--- src/rtl/core/mfhb_pkg.sv ---
// shared types and constants of the marker framed heartbeat receiver
// no dependencies
`default_nettype none

package mfhb_pkg;

  // frame buffer depth and derived index width
  localparam int BUFFER_BYTES = 32;
  localparam int IDX_W        = $clog2(BUFFER_BYTES + 1);

  // fixed field widths
  localparam int BYTE_W      = 8;
  localparam int FRAME_LEN_W = 6;
  localparam int ROLE_W      = 5;
  localparam int STATUS_W    = 4;
  localparam int ELAPSED_W   = 32;
  localparam int LIMIT_W     = 16;
  localparam int CFG_DATA_W  = 16;
  localparam int CFG_IDX_W   = 2;

  // heartbeat frame format
  localparam int HDR_BYTES                 = 3;
  localparam int HDR_SEL_W                 = $clog2(HDR_BYTES);
  localparam logic [BYTE_W-1:0] HB_TYPE    = 8'd104;
  localparam logic [BYTE_W-1:0] NO_FIRST   = 8'd255;
  localparam logic [BYTE_W-1:0] ROLE_DIV   = 8'd10;

  // divide by ten as multiply by reciprocal, exact for all byte values
  localparam logic [15:0] DIV10_MUL   = 16'd205;
  localparam int          DIV10_SHIFT = 11;

  // role codes
  localparam logic [ROLE_W-1:0] ROLE_OFF    = 5'd0;
  localparam logic [ROLE_W-1:0] ROLE_KEEPER = 5'd1;
  localparam logic [ROLE_W-1:0] ROLE_RUSHER = 5'd2;

  // configuration register indexes
  localparam logic [CFG_IDX_W-1:0] REG_LINK_ENABLE = 2'd0;
  localparam logic [CFG_IDX_W-1:0] REG_OPEN_BYTE   = 2'd1;
  localparam logic [CFG_IDX_W-1:0] REG_CLOSE_BYTE  = 2'd2;
  localparam logic [CFG_IDX_W-1:0] REG_TIMEOUT     = 2'd3;

  // configuration reset values
  localparam logic [BYTE_W-1:0]  RST_OPEN_BYTE  = 8'd254;
  localparam logic [BYTE_W-1:0]  RST_CLOSE_BYTE = 8'd255;
  localparam logic [LIMIT_W-1:0] RST_TIMEOUT    = 16'd500;

  // operation codes of the input request
  localparam logic OP_BYTE = 1'b0;
  localparam logic OP_TICK = 1'b1;

  // item classes decided by the front end
  typedef logic [2:0] cls_t;
  localparam cls_t CLS_NONE  = 3'd0;
  localparam cls_t CLS_TICK  = 3'd1;
  localparam cls_t CLS_START = 3'd2;
  localparam cls_t CLS_END   = 3'd3;
  localparam cls_t CLS_DATA  = 3'd4;

  typedef struct packed {
    logic              operation;
    logic [BYTE_W-1:0] rx_byte;
  } in_item_t;

  typedef struct packed {
    logic                   frame_done;
    logic [FRAME_LEN_W-1:0] frame_length;
    logic [BYTE_W-1:0]      first_byte;
    logic [ROLE_W-1:0]      mate_role;
    logic [STATUS_W-1:0]    mate_status;
    logic [BYTE_W-1:0]      mate_score;
    logic                   motors_enabled;
    logic                   is_keeper;
    logic                   is_rusher;
    logic [ELAPSED_W-1:0]   timeout_ms;
  } out_item_t;

  typedef struct packed {
    logic               link_enable;
    logic [BYTE_W-1:0]  open_byte;
    logic [BYTE_W-1:0]  close_byte;
    logic [LIMIT_W-1:0] timeout_limit_ms;
  } cfg_t;

  // one classified request in the queue
  typedef struct packed {
    cls_t              cls;
    logic [BYTE_W-1:0] data;
  } q_entry_t;

  // queue read side towards the back end
  typedef struct packed {
    logic     valid;
    q_entry_t entry;
  } q_rd_t;

endpackage

`default_nettype wire

--- src/rtl/core/mfhb_front.sv ---
// front end: takes input requests and classifies them against the markers
// depends on mfhb_pkg
`default_nettype none

module mfhb_front (
  input  wire logic              in_valid,
  input  wire mfhb_pkg::in_item_t in_item,
  output logic                   in_stall,
  input  wire mfhb_pkg::cfg_t    cfg,
  input  wire logic              q_full,
  output logic                   push,
  output mfhb_pkg::q_entry_t     push_entry
);
  import mfhb_pkg::*;

  // stall only on a full queue
  assign in_stall = q_full;
  assign push     = in_valid && !q_full;

  // start marker wins over end marker, disabled link drops bytes
  always_comb begin
    push_entry.data = in_item.rx_byte;
    if (in_item.operation == OP_TICK) begin
      push_entry.cls = CLS_TICK;
    end else if (!cfg.link_enable) begin
      push_entry.cls = CLS_NONE;
    end else if (in_item.rx_byte == cfg.open_byte) begin
      push_entry.cls = CLS_START;
    end else if (in_item.rx_byte == cfg.close_byte) begin
      push_entry.cls = CLS_END;
    end else begin
      push_entry.cls = CLS_DATA;
    end
  end

endmodule

`default_nettype wire

--- src/rtl/core/mfhb_queue.sv ---
// two-entry queue between the front end and the back end
// depends on mfhb_pkg
`default_nettype none

module mfhb_queue (
  input  wire logic               clk,
  input  wire logic               rst,
  input  wire logic               push,
  input  wire mfhb_pkg::q_entry_t push_entry,
  output logic                    full,
  input  wire logic               pop,
  output mfhb_pkg::q_rd_t         rd
);
  import mfhb_pkg::*;

  q_entry_t   slots [2];
  logic       wr_ptr;
  logic       rd_ptr;
  logic [1:0] count;

  assign full        = (count == 2'd2);
  assign rd.valid    = (count != 2'd0);
  assign rd.entry    = slots[rd_ptr];

  // slot storage
  always_ff @(posedge clk) begin
    if (push) begin
      slots[wr_ptr] <= push_entry;
    end
  end

  // pointers and fill count
  always_ff @(posedge clk) begin
    if (rst) begin
      wr_ptr <= 1'b0;
      rd_ptr <= 1'b0;
      count  <= 2'd0;
    end else begin
      if (push) begin
        wr_ptr <= !wr_ptr;
      end
      if (pop) begin
        rd_ptr <= !rd_ptr;
      end
      if (push && !pop) begin
        count <= count + 2'd1;
      end else if (pop && !push) begin
        count <= count - 2'd1;
      end
    end
  end

endmodule

`default_nettype wire

--- src/rtl/core/mfhb_back.sv ---
// back end: frame state, heartbeat latch, elapsed counter and result register
// depends on mfhb_pkg
`default_nettype none

module mfhb_back (
  input  wire logic            clk,
  input  wire logic            rst,
  input  wire mfhb_pkg::cfg_t  cfg,
  input  wire mfhb_pkg::q_rd_t rd,
  output logic                 pop,
  output logic                 out_valid,
  input  wire logic            out_stall,
  output mfhb_pkg::out_item_t  out_item
);
  import mfhb_pkg::*;

  logic                  listening;
  logic                  listening_next;
  logic [IDX_W-1:0]      byte_index;
  logic [IDX_W-1:0]      byte_index_next;
  logic [BYTE_W-1:0]     header_bytes [HDR_BYTES];
  logic                  hdr_we;
  logic [HDR_SEL_W-1:0]  hdr_sel;
  logic [ROLE_W-1:0]     role_reg;
  logic [ROLE_W-1:0]     role_reg_next;
  logic [STATUS_W-1:0]   status_reg;
  logic [STATUS_W-1:0]   status_reg_next;
  logic [BYTE_W-1:0]     score_reg;
  logic [BYTE_W-1:0]     score_reg_next;
  logic [ELAPSED_W-1:0]  elapsed_ms;
  logic [ELAPSED_W-1:0]  elapsed_ms_next;
  logic                  done;
  logic [BYTE_W-1:0]     first;
  logic [15:0]           div_prod;
  logic [ROLE_W-1:0]     div_quot;
  logic [BYTE_W-1:0]     div_rem;
  out_item_t             result;

  // take the next request when the result register is free or draining
  assign pop = rd.valid && (!out_valid || !out_stall);

  // role and status digit of the second header byte
  assign div_prod = 16'(header_bytes[1]) * DIV10_MUL;
  assign div_quot = div_prod[DIV10_SHIFT +: ROLE_W];
  assign div_rem  = header_bytes[1] - 8'({3'b000, div_quot} * ROLE_DIV);

  // state update for one request
  always_comb begin
    listening_next  = listening;
    byte_index_next = byte_index;
    role_reg_next   = role_reg;
    status_reg_next = status_reg;
    score_reg_next  = score_reg;
    elapsed_ms_next = elapsed_ms;
    hdr_we          = 1'b0;
    hdr_sel         = byte_index[HDR_SEL_W-1:0];
    done            = 1'b0;
    first           = NO_FIRST;
    case (rd.entry.cls)
      CLS_TICK: begin
        if (elapsed_ms != '1) begin
          elapsed_ms_next = elapsed_ms + 32'd1;
        end
      end
      CLS_START: begin
        listening_next  = 1'b1;
        byte_index_next = '0;
      end
      CLS_END: begin
        if (listening) begin
          listening_next = 1'b0;
          done           = 1'b1;
          if (byte_index != '0) begin
            first = header_bytes[0];
          end
          // three-byte frame of heartbeat type
          if (byte_index == IDX_W'(HDR_BYTES) && header_bytes[0] == HB_TYPE) begin
            role_reg_next   = div_quot;
            status_reg_next = div_rem[STATUS_W-1:0];
            score_reg_next  = header_bytes[2];
            elapsed_ms_next = '0;
          end
        end
      end
      CLS_DATA: begin
        if (listening) begin
          if (byte_index >= IDX_W'(BUFFER_BYTES)) begin
            // overflow aborts the frame
            listening_next = 1'b0;
          end else begin
            hdr_we          = (byte_index < IDX_W'(HDR_BYTES));
            byte_index_next = byte_index + IDX_W'(1);
          end
        end
      end
      default: begin
      end
    endcase
  end

  // result fields from the state after the request
  always_comb begin
    result.frame_done     = done;
    result.frame_length   = done ? FRAME_LEN_W'(byte_index) : '0;
    result.first_byte     = first;
    result.mate_role      = role_reg_next;
    result.mate_status    = status_reg_next;
    result.mate_score     = score_reg_next;
    result.motors_enabled = (role_reg_next != ROLE_OFF);
    result.is_keeper      = (role_reg_next == ROLE_KEEPER);
    result.is_rusher      = (role_reg_next == ROLE_RUSHER);
    result.timeout_ms     = (elapsed_ms_next < ELAPSED_W'(cfg.timeout_limit_ms)) ?
                            '0 : elapsed_ms_next;
  end

  // header bytes, written only while the frame is short
  always_ff @(posedge clk) begin
    if (pop && hdr_we) begin
      header_bytes[hdr_sel] <= rd.entry.data;
    end
  end

  // result payload
  always_ff @(posedge clk) begin
    if (pop) begin
      out_item <= result;
    end
  end

  // control state
  always_ff @(posedge clk) begin
    if (rst) begin
      listening  <= 1'b0;
      byte_index <= '0;
      role_reg   <= '0;
      status_reg <= '0;
      score_reg  <= '0;
      elapsed_ms <= '0;
      out_valid  <= 1'b0;
    end else begin
      if (pop) begin
        listening  <= listening_next;
        byte_index <= byte_index_next;
        role_reg   <= role_reg_next;
        status_reg <= status_reg_next;
        score_reg  <= score_reg_next;
        elapsed_ms <= elapsed_ms_next;
        out_valid  <= 1'b1;
      end else if (!out_stall) begin
        out_valid  <= 1'b0;
      end
    end
  end

endmodule

`default_nettype wire

--- src/rtl/core/marker_framed_heartbeat_receiver.sv ---
// top level of the marker framed heartbeat receiver: config registers,
// front end, queue and back end; depends on mfhb_pkg and the mfhb_* modules
//
//   channel  direction  handshake            payload
//   in       to block   in_valid / in_stall  in_item   (operation, rx_byte)
//   out      from block out_valid / out_stall out_item (frame and heartbeat result)
//   cfg      to block   cfg_we               cfg_index, cfg_data
//
// one request a cycle while in_stall is low; each request's result passes through
// a queue slot, then the back end result register
// the back end state update sets the rate
// a stalled output fills the two-entry queue, then in_stall rises
// synchronous reset clears frame state, counters, queue and config to defaults
`default_nettype none

module marker_framed_heartbeat_receiver (
  input  wire logic                                clk,
  input  wire logic                                rst,
  input  wire logic                                in_valid,
  output logic                                     in_stall,
  input  wire mfhb_pkg::in_item_t                  in_item,
  output logic                                     out_valid,
  input  wire logic                                out_stall,
  output mfhb_pkg::out_item_t                      out_item,
  input  wire logic                                cfg_we,
  input  wire logic [mfhb_pkg::CFG_IDX_W-1:0]      cfg_index,
  input  wire logic [mfhb_pkg::CFG_DATA_W-1:0]     cfg_data
);
  import mfhb_pkg::*;

  cfg_t     cfg;
  logic     q_full;
  logic     push;
  q_entry_t push_entry;
  logic     pop;
  q_rd_t    rd;

  // configuration registers
  always_ff @(posedge clk) begin
    if (rst) begin
      cfg.link_enable      <= 1'b1;
      cfg.open_byte        <= RST_OPEN_BYTE;
      cfg.close_byte       <= RST_CLOSE_BYTE;
      cfg.timeout_limit_ms <= RST_TIMEOUT;
    end else if (cfg_we) begin
      case (cfg_index)
        REG_LINK_ENABLE: cfg.link_enable      <= cfg_data[0];
        REG_OPEN_BYTE:   cfg.open_byte        <= cfg_data[BYTE_W-1:0];
        REG_CLOSE_BYTE:  cfg.close_byte       <= cfg_data[BYTE_W-1:0];
        REG_TIMEOUT:     cfg.timeout_limit_ms <= cfg_data[LIMIT_W-1:0];
        default: begin
        end
      endcase
    end
  end

  mfhb_front u_front (
    .in_valid   (in_valid),
    .in_item    (in_item),
    .in_stall   (in_stall),
    .cfg        (cfg),
    .q_full     (q_full),
    .push       (push),
    .push_entry (push_entry)
  );

  mfhb_queue u_queue (
    .clk        (clk),
    .rst        (rst),
    .push       (push),
    .push_entry (push_entry),
    .full       (q_full),
    .pop        (pop),
    .rd         (rd)
  );

  mfhb_back u_back (
    .clk       (clk),
    .rst       (rst),
    .cfg       (cfg),
    .rd        (rd),
    .pop       (pop),
    .out_valid (out_valid),
    .out_stall (out_stall),
    .out_item  (out_item)
  );

endmodule

`default_nettype wire

--- config.mk ---
export PLATFORM = sky130hd
export DESIGN_NAME = marker_framed_heartbeat_receiver
export DESIGN_NICKNAME = d
export VERILOG_FILES = /design/src/rtl/core/mfhb_pkg.sv /design/src/rtl/core/mfhb_front.sv /design/src/rtl/core/mfhb_queue.sv /design/src/rtl/core/mfhb_back.sv /design/src/rtl/core/marker_framed_heartbeat_receiver.sv
export SDC_FILE = /design/constraint.sdc
export NUM_CORES = 1
export LEC_CHECK = 0
export ABC_AREA = 1
export BUFFER_PORTS_ARGS = -buffer_cell sky130_fd_sc_hd__buf_2
export CAP_MARGIN = 0
export CORE_ASPECT_RATIO = 0.75
export CORE_UTILIZATION = 30
export DETAILED_ROUTE_END_ITERATION = 10
export PLACE_DENSITY_LB_ADDON = 0.25
export SYNTH_ARGS = -nofsm -noshare
export SYNTH_HDL_FRONTEND = slang
export SYNTH_SLANG_ARGS = --single-unit
--- constraint.sdc ---
create_clock -name clk -period 5.8 [get_ports clk]
set_input_delay 1.16 -clock clk [delete_from_list [all_inputs] [get_ports clk]]
set_output_delay 1.16 -clock clk [all_outputs]
set_load 0.01 [all_outputs]
Word level (Yosys, flattened, before mapping)
Memory sizes are Yosys's and may differ from the RTL's. A register that Yosys moved wholly into a read port is not among the register bits.
Cells that the tools add are included.
- $add $sub $neg: 5
- $mul: 2
- $lt $le $gt $ge: 3
- eq/ne operators: 18
- multiplexer cells: 38
- reductions and logical operators: 28
- operator list (kind ; count):
    $mux 32 ; 3
    $pmux 32 s2 ; 1
    $add 32x1->32 const B ; 1
    $lt 32x16->1 ; 1
    $ne 32x32->1 const B ; 1
    $mux 8 ; 3
    $eq 8x8->1 ; 2
    $mul 8x8->16 const B ; 1
    $mux 1 ; 15
    $mux 5 ; 3
    $mux 3 ; 4
    $mux 4 ; 3
    $mux 6 ; 2
    $pmux 6 s2 ; 1
    $reduce_and 2->1 ; 5
    $eq 8x7->1 const B ; 1
    $logic_not 1->1 ; 7
    $add 6x1->6 const B ; 1
    $eq 2x2->1 const B ; 3
    $eq 3x2->1 const B ; 2
    $eq 6x2->1 const B ; 1
    $ge 6x6->1 const B ; 1
    $logic_and 1x1->1 ; 6
    $lt 6x2->1 const B ; 1
    21 further kinds ; 25
- bits in registers: 161
- RAM bits: 46
- output and inout port bits: 69
- memories kept: 2
- memories (name ; depth ; width ; read ports ; clocked after memory_dff ; wr ports ; line ; source):
    u_back.header_bytes ; 3 ; 8 ; 3 ; 0 ; 1 ; mfhb_back.sv:21 ; logic [BYTE_W-1:0] header_bytes [HDR_BYTES];
    u_queue.slots ; 2 ; 11 ; 1 ; 1 ; 1 ; mfhb_queue.sv:16 ; q_entry_t slots [2];

Longest topological paths before layout
- depth in word-level cells: 7
- depth in mapped cells: 30
- mapped depth without buffers: 29

Cells and area by module
A second synthesis with hierarchy kept.
- cell total of the unflattened synthesis: 1382
- area total of the unflattened synthesis: 11562.3 um^2
- by module, submodules not included (module ; times used ; cells each ; area an instance (um^2)):
    mfhb_back ; 1 ; 1039 ; 8695.8
    marker_framed_heartbeat_receiver ; 1 ; 174 ; 1351.3
    mfhb_queue ; 1 ; 67 ; 1059.8
    mfhb_front ; 1 ; 102 ; 455.4

Worst setup path before layout
Ideal clock, no wire load.
- kind: reg-to-reg
- start: memory u_back.header_bytes[1][2]
- end: register u_back.status_reg[3]
- setup time: 0.115 ns
- data arrival time: 4.518 ns
- setup slack: 1.167 ns
- cell stages (with the launch flop): 23
- path through: edfxtp_1 ha_1 xor2_1 ha_1 fa_1 inv_1 fa_1 inv_1 ha_1 a21oi_1 nor2_1 nor2_1 nand2_1 a21o_1 xor2_1 inv_1 fa_1 xnor2_1 or2_2 nand4_1 nand3_1 o21ai_0 inv_1
- RTL lines (element ; line ; source):
    start: declaration ; mfhb_back.sv:21 ;
    end signal: assignment ; mfhb_back.sv:145 ; status_reg <= status_reg_next;
    end: declaration ; mfhb_back.sv:26 ; logic [STATUS_W-1:0] status_reg;

==> flow_summary.json <==
{
  "ys_types": 43,
  "coreArea_um2": 35880,
  "drtIter0Drc": 551,
  "die_w_um": 222.3,
  "synth_area_um2": 10920,
  "drv_slew": 0,
  "yosysTopAreaCellShare": 0.3108,
  "routed-via-count": 8435,
  "grt_pass1_vias": 7938,
  "post_dp_cell_area_um2": 11940,
  "synth_commonest_cells": "nand2_1 (237), inv_1 (186), edfxtp_1 (113)",
  "start_kind": "flop",
  "htreeDepth": 1,
  "syn2layout_area_growth_pct": 17.03,
  "ys_ff_latch": 208,
  "yosysMostFrequentCell": "nand2_1",
  "finalHoldViolCount": 0,
  "clock-root-buffer": "clkbuf_16",
  "synth_warnings": 0,
  "fin_area_um2": 12780,
  "antenna_found_initial": 0,
  "io_buffers": 100,
  "fin_util": 0.3561,
  "num_antenna_cells": 0,
  "cts_resized": 0,
  "synth_nets": 1355,
  "synthCells": 1245,
  "synthTopCellsByArea": "edfxtp_1 (31%), dfxtp_1 (17%), nand2_1 (8.1%)",
  "row_count": 60,
  "finalCritPeriodShare": 0.8491,
  "grt_max_degree": 80,
  "finClkSkew_ns": 0.02741,
  "critical_path_class": "flop to flop",
  "nets": 1462,
  "synthArstFlopShare": 0,
  "clkLatencyLatePin_ns": 0.55,
  "viasPerCell": 4.597,
  "wire_per_inst_um": 15.28,
  "power_mw": 5.975,
  "max_freq_ghz": 0.2031,
  "rsz0062_at_grt": "no",
  "cts.path.max_buffers": 3,
  "min_period_ns": 4.925,
  "hpwl_um": 20520,
  "cp.arrival_ns": 5.34,
  "top_regs": "u_back.out_item: 67 flops, cfg: 33 flops, u_back.elapsed_ms: 32 flops",
  "cts_buffers": 24,
  "finalSetupViolCount": 0,
  "path_clk_slew_ns": 0.06,
  "drive_above_1_share": 0.1606,
  "drc": 0,
  "yosys.area.top_type": "edfxtp_1",
  "irDropWorstVdd_v": 0.0002249,
  "cts_hold_buf": 0,
  "required_ns": 6.22,
  "worst_pin_slew_ns": 1.084,
  "grt_pass1_wl_um": 44490,
  "relSlewSlack": 0.2714,
  "synth_enable_flop_cells": 113,
  "fin_setup_tns_ns": 0,
  "cts_sinks": 208,
  "ys.flop_type": "edfxtp_1",
  "p_leak_nw": 5.724,
  "overflow": 0,
  "crit_fanout": 5,
  "regMostFlops": "u_back.out_item",
  "largest_register_ffs": 67,
  "wl_um": 28030,
  "ys_seq_area_frac": 0.4850,
  "p_per_area_nw_per_um2": 467.6,
  "worstHoldPathType": "flop to flop",
  "initial_core_util": 0.3043,
  "avgSynthCellArea_um2": 8.769,
  "io_pins": 101,
  "cts_setup_buffers": 0,
  "antenna_left": 0,
  "gp_congestion": 0.8729,
  "end_kind": "flop",
  "grt_usage": 0.1516,
  "drv_cap": 0,
  "cts_tree": "done",
  "first_pass_iters": 5,
  "dieArea_um2": 37170,
  "die_y_um": 167.2,
  "status": "finished clean"
}
## through the flow
step / worst slack [ns] / hold slack, ns / std cells
5_1_grt: 0.3701 / 0.4624 / 1835
6_report: 0.8753 / 0.4550 / 1835
2_1_floorplan: 1.167 / 0.4265 / 1245
3_3_place_gp: 0.9259 / 0.4361 / 1791
3_5_place_dp: 0.8814 / 0.4436 / 1791
4_1_cts: 0.8584 / 0.4536 / 1835
## routing by layer
layer / up-vias / track usage / wire length, µm
li1: 4314 / - / -
met4: 0 / 0.03050 / 461
met5: - / 0 / 0
met1: 3918 / 0.2400 / 15430
met2: 177 / 0.2096 / 10990
met3: 26 / 0.02755 / 1157
## critical path: stages (launching register included)
cell	delay (ns)
edfxtp_1	0.47
ha_1	0.38
xor2_1	0.16
ha_1	0.29
fa_1	0.50
inv_1	0.05
fa_1	0.53
inv_1	0.04
ha_1	0.30
a21oi_1	0.15
nor2_1	0.06
nor2_1	0.13
nand2_1	0.10
xnor2_1	0.13
inv_1	0.11
ha_1	0.16
inv_1	0.05
fa_1	0.37
xnor2_1	0.14
or2_2	0.31
nand4_1	0.09
nand3_1	0.09
o21ai_0	0.15
inv_1	0.05
## power breakdown
group / switching, mW / internal, mW
clock network: 0.656 / 0.972
registers: 0.271 / 2.13
logic: 1.30 / 0.638
## worst paths after layout
path / start / to / slack [ns] / cells after the start
max: u_back.header_bytes[1][1] / u_back.status_reg[3] / 0.88 / 23
max reg2reg: u_back.header_bytes[1][1] / u_back.status_reg[3] / 0.88 / 23
min: u_queue.rd_ptr / u_queue.rd_ptr / 0.46 / 1
min reg2reg: u_queue.rd_ptr / u_queue.rd_ptr / 0.46 / 1
## final cells by class
cell class,instances,area (µm²)
Fill cell,3709,23110
Sequential cell,208,5295
Multi-Input combinational cell,816,4761
Inverter,192,723.2
Clock buffer,29,639.4
Tap cell,465,581.8
Timing Repair Buffer,110,575.6
Clock inverter,15,201.4
## logic make-up (layout without fill, tap and decap cells)
kind of cell               after synthesis  in the layout  synth area share
AOI/OAI and AO/OA                      220            220            0.1073
xor gates and xnor gates                26             26           0.02086
adders and majority gates               78             78           0.09626
buffers and inverters                  221            346           0.07930
DFF                                    208            208            0.4850
muxes                                    8              8          0.008252
and+or+nand+nor                        484            484            0.2031
## placed cells by master, fill, tap and decap left out, drive strengths merged, types with 2 or more instances in the layout
master and n:
a21o 5, a21oi 84, buf 110, bufinv 4, clkbuf 29, clkinv 8, clkinvlp 2, dfxtp 95
edfxtp 113, fa 10, ha 68, inv 193, mux2 8, nand2 245, nand3 64, nand4 11
nor2 127, nor3 17, nor3b 2, o211ai 9, o21a 2, o21ai 118, or2 14, xnor2 13
xor2 13
No activity file was read; power rests on OpenSTA's default activity.
